--- config.mk ---
export PLATFORM = sky130hd
export DESIGN_NAME = pipe_cell_rect_generator_core
export DESIGN_NICKNAME = d
export VERILOG_FILES = /design/src/hdl/pcrg_pkg.sv /design/src/hdl/pcrg_blend.sv /design/src/hdl/pcrg_emit.sv /design/src/hdl/pipe_cell_rect_generator_core.sv
export SDC_FILE = /design/constraint.sdc
export NUM_CORES = 2
export LEC_CHECK = 0
export BUFFER_PORTS_ARGS = -buffer_cell sky130_fd_sc_hd__buf_2
export CAP_MARGIN = 20
export CELL_PAD_IN_SITES_DETAIL_PLACEMENT = 1
export CELL_PAD_IN_SITES_GLOBAL_PLACEMENT = 2
export CORE_MARGIN = 2
export CORE_UTILIZATION = 25
export DETAILED_ROUTE_END_ITERATION = 8
export GPL_TIMING_DRIVEN = 0
export PLACE_DENSITY = 0.49
export SYNTH_ARGS = -nofsm -noshare
export SYNTH_HDL_FRONTEND = slang
export SYNTH_HIERARCHICAL = 1
export SYNTH_SLANG_ARGS = --single-unit
--- constraint.sdc ---
create_clock -name clk -period 23 [get_ports clk]
set_clock_uncertainty 0.1 [all_clocks]
set_input_delay 3.45 -clock clk [delete_from_list [all_inputs] [get_ports clk]]
set_output_delay 3.45 -clock clk [all_outputs]
set_load 0.01 [all_outputs]
--- src/hdl/pcrg_pkg.sv ---
// Shared types and constants for the pipe cell rectangle generator.
package pcrg_pkg;

  localparam int GRID_SIDE = 256;
  localparam int GRID_W = 11;

  typedef enum logic [2:0] {
    REG_BACKGROUND = 3'd0,
    REG_PIPE       = 3'd1,
    REG_GLOW       = 3'd2,
    REG_TILE_SIZE  = 3'd3,
    REG_ORIGIN_X   = 3'd4,
    REG_ORIGIN_Y   = 3'd5
  } reg_index_t;

  localparam logic [23:0] BACKGROUND_RESET = 24'h0A0E12;
  localparam logic [7:0]  TILE_SIZE_RESET  = 8'd16;

  localparam logic [7:0] PIPE_ALPHA      = 8'd208;
  localparam logic [7:0] HIGHLIGHT_ALPHA = 8'd120;
  localparam logic [7:0] GLOW_THRESHOLD  = 8'd32;
  localparam logic [7:0] THIRD_RECIP     = 8'd171;
  localparam logic [6:0] MIN_SIDE        = 7'd2;

  typedef logic signed [17:0] coord_t;

  typedef struct packed {
    logic [3:0]  mask;
    logic [7:0]  glow;
    logic [7:0]  alpha;
    logic [7:0]  cs;
    logic [6:0]  thick;
    logic [7:0]  arm;
    logic [6:0]  joint;
    logic [6:0]  inner;
    coord_t      left;
    coord_t      top;
    coord_t      mx;
    coord_t      my;
    coord_t      jx;
    coord_t      jy;
    coord_t      tx;
    coord_t      ty;
    coord_t      ix;
    coord_t      iy;
    logic [23:0] active;
  } cell_t;

endpackage

--- src/hdl/pcrg_blend.sv ---
// Two-stage per-channel color blend: multiply, then divide by 255 and add to or subtract from the base.
module pcrg_blend (
  input  logic        clk,
  input  logic        en_mul,
  input  logic        en_sum,
  input  logic [23:0] lhs,
  input  logic [23:0] rhs,
  input  logic [7:0]  alpha,
  output logic [23:0] rgb
);

  logic [7:0]  base_q [3];
  logic [2:0]  neg_q;
  logic [15:0] prod_q [3];

  always_ff @(posedge clk) begin
    if (en_mul) begin
      for (int c = 0; c < 3; c++) begin
        base_q[c] <= lhs[c*8 +: 8];
        neg_q[c]  <= rhs[c*8 +: 8] < lhs[c*8 +: 8];
        if (rhs[c*8 +: 8] < lhs[c*8 +: 8]) begin
          prod_q[c] <= {8'd0, lhs[c*8 +: 8] - rhs[c*8 +: 8]} * {8'd0, alpha};
        end else begin
          prod_q[c] <= {8'd0, rhs[c*8 +: 8] - lhs[c*8 +: 8]} * {8'd0, alpha};
        end
      end
    end
  end

  always_ff @(posedge clk) begin
    logic [16:0] sum;
    logic [7:0]  quot;
    if (en_sum) begin
      for (int c = 0; c < 3; c++) begin
        sum  = {1'b0, prod_q[c]} + {9'd0, prod_q[c][15:8]} + 17'd1;
        quot = sum[15:8];
        if (neg_q[c]) begin
          rgb[c*8 +: 8] <= base_q[c] - quot;
        end else begin
          rgb[c*8 +: 8] <= base_q[c] + quot;
        end
      end
    end
  end

endmodule

--- src/hdl/pcrg_emit.sv ---
// Output stage that issues the rectangles of one cell, one word per cycle while rect_ready is high.
module pcrg_emit (
  input  logic                   clk,
  input  logic                   rst,
  input  logic                   load_valid,
  output logic                   load_ready,
  input  pcrg_pkg::cell_t        load_data,
  input  logic [23:0]            hi_rgb,
  output logic                   rect_valid,
  input  logic                   rect_ready,
  output pcrg_pkg::coord_t       rect_x,
  output pcrg_pkg::coord_t       rect_y,
  output logic [7:0]             rect_width,
  output logic [7:0]             rect_height,
  output logic [23:0]            rect_rgb,
  output logic                   last_rect
);

  pcrg_pkg::cell_t cur;
  logic [23:0]     cur_hi;
  logic [5:0]      pend;
  logic [5:0]      pend_next;

  assign pend_next  = pend & (pend - 6'd1);
  assign rect_valid = |pend;
  assign last_rect  = pend_next == 6'd0;
  assign load_ready = !rect_valid || (rect_ready && last_rect);

  always_ff @(posedge clk) begin
    if (rst) begin
      pend <= '0;
    end else if (load_valid && load_ready) begin
      pend <= {load_data.glow > pcrg_pkg::GLOW_THRESHOLD, load_data.mask,
               load_data.cs != 8'd0};
    end else if (rect_valid && rect_ready) begin
      pend <= pend_next;
    end
  end

  always_ff @(posedge clk) begin
    if (load_valid && load_ready) begin
      cur    <= load_data;
      cur_hi <= hi_rgb;
    end
  end

  always_comb begin
    rect_rgb = cur.active;
    if (pend[0]) begin
      rect_x      = cur.jx;
      rect_y      = cur.jy;
      rect_width  = {1'b0, cur.joint};
      rect_height = {1'b0, cur.joint};
    end else if (pend[1]) begin
      rect_x      = cur.tx;
      rect_y      = cur.top;
      rect_width  = {1'b0, cur.thick};
      rect_height = cur.arm;
    end else if (pend[2]) begin
      rect_x      = cur.mx;
      rect_y      = cur.ty;
      rect_width  = cur.arm;
      rect_height = {1'b0, cur.thick};
    end else if (pend[3]) begin
      rect_x      = cur.tx;
      rect_y      = cur.my;
      rect_width  = {1'b0, cur.thick};
      rect_height = cur.arm;
    end else if (pend[4]) begin
      rect_x      = cur.left;
      rect_y      = cur.ty;
      rect_width  = cur.arm;
      rect_height = {1'b0, cur.thick};
    end else begin
      rect_x      = cur.ix;
      rect_y      = cur.iy;
      rect_width  = {1'b0, cur.inner};
      rect_height = {1'b0, cur.inner};
      rect_rgb    = cur_hi;
    end
  end

endmodule

--- src/hdl/pipe_cell_rect_generator_core.sv ---
// Top level of the pipe cell rectangle generator.
// The path is six pipeline stages (three blend multiplies, geometry alongside) and the emitter.
// Throughput: one rectangle word per cycle while rect_ready is high; a cell issues one to six
// rectangle words, and cells with an empty mask are dropped at entry.
// Reset (rst, synchronous) empties the pipeline and loads the register defaults.
module pipe_cell_rect_generator_core (
  input  logic                   clk,
  input  logic                   rst,
  input  logic                   cfg_write,
  input  logic [2:0]             cfg_index,
  input  logic [23:0]            cfg_data,
  input  logic                   cell_valid,
  output logic                   cell_ready,
  input  logic [7:0]             cell_x,
  input  logic [7:0]             cell_y,
  input  logic [3:0]             conn_mask,
  input  logic [7:0]             glow_level,
  output logic                   rect_valid,
  input  logic                   rect_ready,
  output logic signed [17:0]     rect_x,
  output logic signed [17:0]     rect_y,
  output logic [7:0]             rect_width,
  output logic [7:0]             rect_height,
  output logic [23:0]            rect_rgb,
  output logic                   last_rect
);

  logic [23:0]        background_rgb;
  logic [23:0]        pipe_rgb;
  logic [23:0]        glow_rgb;
  logic [7:0]         tile_size;
  logic signed [14:0] origin_x;
  logic signed [14:0] origin_y;

  always_ff @(posedge clk) begin
    if (rst) begin
      background_rgb <= pcrg_pkg::BACKGROUND_RESET;
      pipe_rgb       <= '0;
      glow_rgb       <= '0;
      tile_size      <= pcrg_pkg::TILE_SIZE_RESET;
      origin_x       <= '0;
      origin_y       <= '0;
    end else if (cfg_write) begin
      case (cfg_index)
        pcrg_pkg::REG_BACKGROUND: background_rgb <= cfg_data;
        pcrg_pkg::REG_PIPE:       pipe_rgb       <= cfg_data;
        pcrg_pkg::REG_GLOW:       glow_rgb       <= cfg_data;
        pcrg_pkg::REG_TILE_SIZE:  tile_size      <= cfg_data[7:0];
        pcrg_pkg::REG_ORIGIN_X:   origin_x       <= cfg_data[14:0];
        pcrg_pkg::REG_ORIGIN_Y:   origin_y       <= cfg_data[14:0];
        default: ;
      endcase
    end
  end

  logic [6:1] v;
  logic [7:1] adv;
  logic       emit_ready;
  logic       keep;

  always_comb begin
    adv[7] = emit_ready;
    for (int i = 6; i >= 1; i--) begin
      adv[i] = !v[i] || adv[i+1];
    end
  end

  assign cell_ready = adv[1];
  assign keep = (conn_mask != 4'd0)
             && ({{(pcrg_pkg::GRID_W-8){1'b0}}, cell_x} < pcrg_pkg::GRID_W'(pcrg_pkg::GRID_SIDE))
             && ({{(pcrg_pkg::GRID_W-8){1'b0}}, cell_y} < pcrg_pkg::GRID_W'(pcrg_pkg::GRID_SIDE));

  always_ff @(posedge clk) begin
    if (rst) begin
      v <= '0;
    end else begin
      if (adv[1]) begin
        v[1] <= cell_valid && keep;
      end
      for (int i = 2; i <= 6; i++) begin
        if (adv[i]) begin
          v[i] <= v[i-1];
        end
      end
    end
  end

  pcrg_pkg::cell_t c1, c2, c3, c4, c5, c6;
  pcrg_pkg::cell_t c1_next, c2_next, c3_next, c4_next, c5_next, c6_next;
  logic [15:0]     prod_third, prod_x, prod_y;
  logic [10:0]     glow_x7;
  logic [23:0]     base_rgb, active_rgb, hi_rgb;

  assign glow_x7 = {3'd0, glow_level} * 11'd7;

  always_comb begin
    c1_next       = '0;
    c1_next.mask  = conn_mask;
    c1_next.glow  = glow_level;
    c1_next.alpha = glow_x7[10:3];
    c1_next.cs    = tile_size;
  end

  always_comb begin
    c2_next       = c1;
    c2_next.thick = (prod_third[15:9] < pcrg_pkg::MIN_SIDE) ? pcrg_pkg::MIN_SIDE
                                                            : prod_third[15:9];
    c2_next.arm   = {1'b0, c1.cs[7:1]} + 8'd1;
    c2_next.left  = {{3{origin_x[14]}}, origin_x} + {2'b00, prod_x};
    c2_next.top   = {{3{origin_y[14]}}, origin_y} + {2'b00, prod_y};
  end

  always_comb begin
    logic [6:0] joint_raw;
    joint_raw     = c2.thick + 7'd2;
    c3_next       = c2;
    c3_next.joint = ({1'b0, joint_raw} > c2.cs) ? c2.cs[6:0] : joint_raw;
    c3_next.mx    = c2.left + {11'd0, c2.cs[7:1]};
    c3_next.my    = c2.top + {11'd0, c2.cs[7:1]};
  end

  always_comb begin
    c4_next       = c3;
    c4_next.inner = ({1'b0, c3.joint[6:1]} < pcrg_pkg::MIN_SIDE) ? pcrg_pkg::MIN_SIDE
                                                                 : {1'b0, c3.joint[6:1]};
    c4_next.jx    = c3.mx - {12'd0, c3.joint[6:1]};
    c4_next.jy    = c3.my - {12'd0, c3.joint[6:1]};
    c4_next.tx    = c3.mx - {12'd0, c3.thick[6:1]};
    c4_next.ty    = c3.my - {12'd0, c3.thick[6:1]};
  end

  always_comb begin
    c5_next        = c4;
    c5_next.ix     = c4.mx - {12'd0, c4.inner[6:1]};
    c5_next.iy     = c4.my - {12'd0, c4.inner[6:1]};
    c5_next.active = active_rgb;
  end

  assign c6_next = c5;

  always_ff @(posedge clk) begin
    if (adv[1]) begin
      c1         <= c1_next;
      prod_third <= {8'd0, tile_size} * {8'd0, pcrg_pkg::THIRD_RECIP};
      prod_x     <= {8'd0, cell_x} * {8'd0, tile_size};
      prod_y     <= {8'd0, cell_y} * {8'd0, tile_size};
    end
    if (adv[2]) begin
      c2 <= c2_next;
    end
    if (adv[3]) begin
      c3 <= c3_next;
    end
    if (adv[4]) begin
      c4 <= c4_next;
    end
    if (adv[5]) begin
      c5 <= c5_next;
    end
    if (adv[6]) begin
      c6 <= c6_next;
    end
  end

  pcrg_blend u_base (
    .clk    (clk),
    .en_mul (adv[1]),
    .en_sum (adv[2]),
    .lhs    (background_rgb),
    .rhs    (pipe_rgb),
    .alpha  (pcrg_pkg::PIPE_ALPHA),
    .rgb    (base_rgb)
  );

  pcrg_blend u_active (
    .clk    (clk),
    .en_mul (adv[3]),
    .en_sum (adv[4]),
    .lhs    (base_rgb),
    .rhs    (glow_rgb),
    .alpha  (c2.alpha),
    .rgb    (active_rgb)
  );

  pcrg_blend u_high (
    .clk    (clk),
    .en_mul (adv[5]),
    .en_sum (adv[6]),
    .lhs    (active_rgb),
    .rhs    (glow_rgb),
    .alpha  (pcrg_pkg::HIGHLIGHT_ALPHA),
    .rgb    (hi_rgb)
  );

  pcrg_emit u_emit (
    .clk         (clk),
    .rst         (rst),
    .load_valid  (v[6]),
    .load_ready  (emit_ready),
    .load_data   (c6),
    .hi_rgb      (hi_rgb),
    .rect_valid  (rect_valid),
    .rect_ready  (rect_ready),
    .rect_x      (rect_x),
    .rect_y      (rect_y),
    .rect_width  (rect_width),
    .rect_height (rect_height),
    .rect_rgb    (rect_rgb),
    .last_rect   (last_rect)
  );

endmodule

[Word-level counts from Yosys, hierarchy flattened]
Memories as Yosys holds them, arrays and structs flattened.
Cells that the tools add are included.
Word-level totals
  bits in registers: 1428
  bits in writable memories: 192
  bits of input ports: 60
  output and inout bits: 79
  logic and storage cells: 371
  memories kept: 6
Operators by class
  add/subtract/negate cells: 67
  multiply operators: 22
  magnitude comparators: 13
  equal/unequal tests: 5
  mux-type cells: 106
  bitwise gates (word level): 10
  reduce and logical (&&, ||, !) cells: 30
Memory list
  u_active.prod_q: depth 3, bits a word 16, read ports 3, clocked after memory_dff 0, wr ports 3, RTL line pcrg_blend.sv:14  | logic [15:0] prod_q [3];
  u_base.prod_q: depth 3, bits a word 12, read ports 3, clocked after memory_dff 0, wr ports 3, RTL line pcrg_blend.sv:14
  u_high.prod_q: depth 3, bits a word 12, read ports 3, clocked after memory_dff 0, wr ports 3, RTL line pcrg_blend.sv:14
  u_active.base_q: depth 3, bits a word 8, read ports 3, clocked after memory_dff 0, wr ports 3, RTL line pcrg_blend.sv:12  | logic [7:0] base_q [3];
  u_base.base_q: depth 3, bits a word 8, read ports 3, clocked after memory_dff 0, wr ports 3, RTL line pcrg_blend.sv:12
  u_high.base_q: depth 3, bits a word 8, read ports 3, clocked after memory_dff 0, wr ports 3, RTL line pcrg_blend.sv:12
Operators by type and width (number)
  subtractor 8 bit: 27
  two-way mux 18 bit: 10
  adder 16 x 1 -> 16 bit (second input constant): 9
  adder 16 x 8 -> 16 bit: 9
  multiplier 8 x 4 -> 12 bit (second input constant): 12
  two-way mux 8 bit: 18
  multiplier 8 x 8 -> 16 bit: 8
  two-way mux 24 bit: 5
  subtractor 18 x 6 -> 18 bit: 6
  adder 8 bit: 9
  < comparator 8 bit: 9
  two-way mux 12 bit: 6
  two-way mux 1 bit: 60
  two-way mux 16 bit: 3
  adder 15 x 17 -> 18 bit: 2
  adder 18 x 7 -> 18 bit: 2
  multiplier 8 x 8 -> 16 bit (second input constant): 1
  two-way mux 7 bit: 2
  two-way mux 6 bit: 2
  AND reduction 2 bit: 6
  multiplier 8 x 3 -> 11 bit (second input constant): 1
  bitwise OR 1 bit: 9
  adder 7 x 1 -> 8 bit (second input constant): 1
  > comparator 7 x 8 -> 1 bit: 1
  other kinds (18): 35

[Longest topological paths before layout]
  word-level depth: 14
  gate-level depth with buffers: 25
  mapped depth without buffers: 25

[Modules after synthesis]
The synthesis kept the hierarchy.
By module, submodules not included
  pipe_cell_rect_generator_core: instances 1, cells an instance 2993, area each 45125.8 um2, seq. area each 31990.7 um2
  pcrg_blend at u_base: instances 1, cells an instance 2194, area each 20239.4 um2, seq. area each 2972.9 um2
  pcrg_blend at u_active: instances 1, cells an instance 2162, area each 19842.8 um2, seq. area each 2972.9 um2
  pcrg_blend at u_high: instances 1, cells an instance 2095, area each 19732.7 um2, seq. area each 2972.9 um2
  pcrg_emit: instances 1, cells an instance 644, area each 10197.3 um2, seq. area each 7837.5 um2

[Worst setup path after synthesis]
OpenSTA, ideal clock, no wires.
  path type: input to register
  start point: input rect_ready
  end point: register u_emit.pend[0]
  library setup time: 0.059 ns
  data arrival time: 11.604 ns
  required time: 22.841 ns
  setup slack: 11.237 ns
  stages on the path: 6
  buffers on the path: 1
  cells stage by stage: clkbuf_1 -> nor4b_1 -> a311oi_1 -> o21ai_2 -> and2_4 -> a22o_1
On the way
  cells in the longest elaborated chain, start to end: 4
  elaborated cells between the ends (all ways): 6
  classes of those cells: mux (1); reduce/logical (5)
RTL lines
  start: declaration: RTL line pipe_cell_rect_generator_core.sv:19  | input logic rect_ready,
  logical AND 1 bit: RTL line pcrg_emit.sv:27  | assign load_ready = !rect_valid || (rect_ready && last_rect);
  logical OR 1 bit: RTL line pcrg_emit.sv:27
  logical AND 1 bit: RTL line pcrg_emit.sv:32  | end else if (load_valid && load_ready) begin
  two-way mux 6 bit or nonzero test 2 bit (tied branches)
  end signal: assignment: RTL line pcrg_emit.sv:33  | pend <= {load_data.glow > pcrg_pkg::GLOW_THRESHOLD, load_data.mask,
  end signal: assignment: RTL line pcrg_emit.sv:36  | pend <= pend_next;
  end: declaration: RTL line pcrg_emit.sv:21  | logic [5:0] pend;
Parallel ways exist; a longest one is shown, timed or not.
A chain may end at the register's enable or synchronous reset.

[Worst setup path after layout]
  start point: input rect_ready
  end point: output cell_ready
On the way
  cells in the longest elaborated chain, start to end: 8
RTL lines
  logical AND 1 bit: RTL line pcrg_emit.sv:27
  logical OR 1 bit: RTL line pcrg_emit.sv:27
  named net adv (one bit): RTL line pipe_cell_rect_generator_core.sv:57  | logic [7:1] adv;
  logical OR 1 bit (6 in series): RTL line pipe_cell_rect_generator_core.sv:64  | adv[i] = !v[i] || adv[i+1];
  end: declaration: RTL line pipe_cell_rect_generator_core.sv:13  | output logic cell_ready,
The timed path passes the listed nets, and every way through them passes these cells.

==> summary.md <==
| Metric | Value |
|---|---|
| Status | finished, final reports clean |
| Row cnt | 248 |
| Ports | 139 |
| Hold_buf cts | 0 |
| Min cycle time layout | 10710 ps |
| Tightest Pin Transition | 1180 ps |
| Avg Inst Size Synth | 11.4 um2 |
| Reg clk slew, reported paths | around 60 ps |
| CP top delay family | simple AND/OR/NAND/NOR gates |
| Die span in y | 680 um |
| Critical path buffers and inverters | 4 |
| Worst setup EP type | output port |
| Post-layout util | between 20% and 30% |
| Setup ws final | 12290 ps |
| Critical path depth | 11 |
| Setup bufs post-CTS | 0 |
| Post-Syn Instances | 10100 |
| Most frequent cells in the layout | 1510 x edfxtp_1, 1386 x inv_1, 1131 x ha_1 |
| Final-stage net count | 12500 |
| Total CTS buffers | 200 |
| Max layer used | met5 |
| Global route overflow | 0 |
| Startpoint Class | primary input |
| Die extent in x | 680 um |
| Setup TNS | 0 ps |
| Worst path cell trace | clkbuf_1, inv_1, a21oi_1, o21a_1, a31o_2, nor2b_1, and2_1, and3_1, nand3_4, buf_16, buf_2 |
| R2R setup slack | 15660 ps |
| CP max-delay cell | nor2b_1 |
| Via count | 73500 |
| First-pass GRT wire length | 528000 um |
| RR Endpoint | u_active/prod_q[1][15]$_DFFE_PP_ |
| Worst setup path end | cell_ready |
| Worst stage delay on the critical path | 720 ps |
| Leading cell type in the layout, fill and taps excluded | edfxtp_1 |
| FF-to-FF Start | glow_rgb[9]$_SDFFE_PP0P_ |
| CTS tree | built |
| R2R depth | 23 |
| CP Class | in2out |
| Post-route DRC | 0 |
| Number of clock sinks | roughly 1600 |
| Gp weighted congestion | 0.775 |
| Via density | 4.40 |
| Layout cell share with drive strength beyond 1 | 6.67% |
| Final Setup Violations | 0 |
| DIE AREA | 462000 um2 |
| Routed Antenna Nets | 0 |
| Area growth syn-to-layout | 14.1% |
| Met2 Routed Length | 172000 um |
| Vias in the first global route | 81200 |
| Cts repair resizes | 0 |
| WL met3 | roughly 7800 um |
| I/O Buffers | approximately 140 |
| Pre-CTS setup slack | ~12000 ps |
| CTS H-Tree Depth | 4 |
| Largest net degree at the start of global routing | 102 |
| DR iter-0 viols | 3058 |
| Synthesized area | 114000 um2 |
| Total count of hold-check failures in the final report | 0 |
| Starting density of the core | between 20% and 30% |
| CP Launch Point | rect_ready |
| Fill cells | 50400 |
| Total GRT Usage | 15.1% |
| TritonRoute pass-1 iters | 7 |
| CP Max Fanout | 35 |
| Synth warn | 6 |
| Per-cell routed wire length | around 21 um |
| Clock latency at the later pin of the worst-skew pair | 930 ps |
| Clock Tree Root | clkbuf_16 |
| DP HPWL | 278000 um |
| Max frequency | 93.4 MHz |
| Core Area | approximately 460000 um2 |
| Longest Clk Path Bufs | 4 |
| Routed wire length | about 350000 um |
| WP data required | 19450 ps |
| Max-Cap Viols | 0 |
| Worst min path class | reg2reg |
| Slew Viols, Final | 0 |
| Initial antenna violation count | 61 |
| M1 wire length | approximately 160000 um |
| Final period utilization | 46.6% |
| Rel. slew slack | a little over a fifth |
| RSZ-0062 raised after global routing | no |
| Crit path DAT | approximately 7000 ps |
==> how the worst min path moves through the flow <==
stage	slack, ps	startpoint	to	depth (start not counted)
floorplan	300	c1[233]$_DFFE_PP_	c2[233]$_DFFE_PP_	0
detailed placement	310	c5[180]$_DFFE_PP_	c6[180]$_DFFE_PP_	0
finish	210	c6[131]$_DFFE_PP_	u_emit/cur[131]$_DFFE_PP_	0
global placement	300	c5[54]$_DFFE_PP_	c6[54]$_DFFE_PP_	0
global route	220	c5[238]$_DFFE_PP_	c6[238]$_DFFE_PP_	0
CTS	200	c6[131]$_DFFE_PP_	u_emit/cur[131]$_DFFE_PP_	0
==> final cells by class <==
type	count	area (um2)	share of cell area, %
Antenna cell	22	55.1	0.0423
Clock inverter	121	1210	0.931
Multi-Input combinational cell	6840	60300	46.3
Tap cell	6000	7510	5.76
Sequential cell	1632	47800	36.7
Timing Repair Buffer	191	1620	1.25
Inverter	1391	5240	4.03
Buffer	272	1190	0.911
Clock buffer	245	5300	4.07
==> sequential cells by signal, summed over array words and instances, names as in the netlist, 24 cells and up <==
| register | cells |
|---|---|
| background_rgb | 24 |
| c1 | 28 |
| c2 | 79 |
| c3 | 114 |
| c4 | 192 |
| c5 | 252 |
| c6 | 252 |
| glow_rgb | 24 |
| pipe_rgb | 24 |
| u_active/base_q | 24 |
| u_active/prod_q | 48 |
| u_active/rgb | 24 |
| u_base/base_q | 24 |
| u_base/prod_q | 48 |
| u_base/rgb | 24 |
| u_emit/cur | 233 |
| u_emit/cur_hi | 24 |
| u_high/base_q | 24 |
| u_high/prod_q | 48 |
| u_high/rgb | 24 |
==> metrics by stage <==
stage                     std cells  hold WS (ps)  area [um2]
final                         16700           207      130000
after global routing          16700           220      130000
after CTS                     16700           204      130000
after detailed placement      16300           305      124000
after global placement        16300           300      123000
after floorplan               10100           300      114000
==> metal layers <==
layer / up-vias / global-route usage, %
li1: 35000 / -
met1: 37400 / 20.1
met2: 673 / 26.5
met3: 342 / 1.42
met4: 6 / 3.28
met5: - / 0
Power is left out: the tool's default activity adds up to more than one toggle a clock period on the data nets, which glitch-free logic cannot reach.
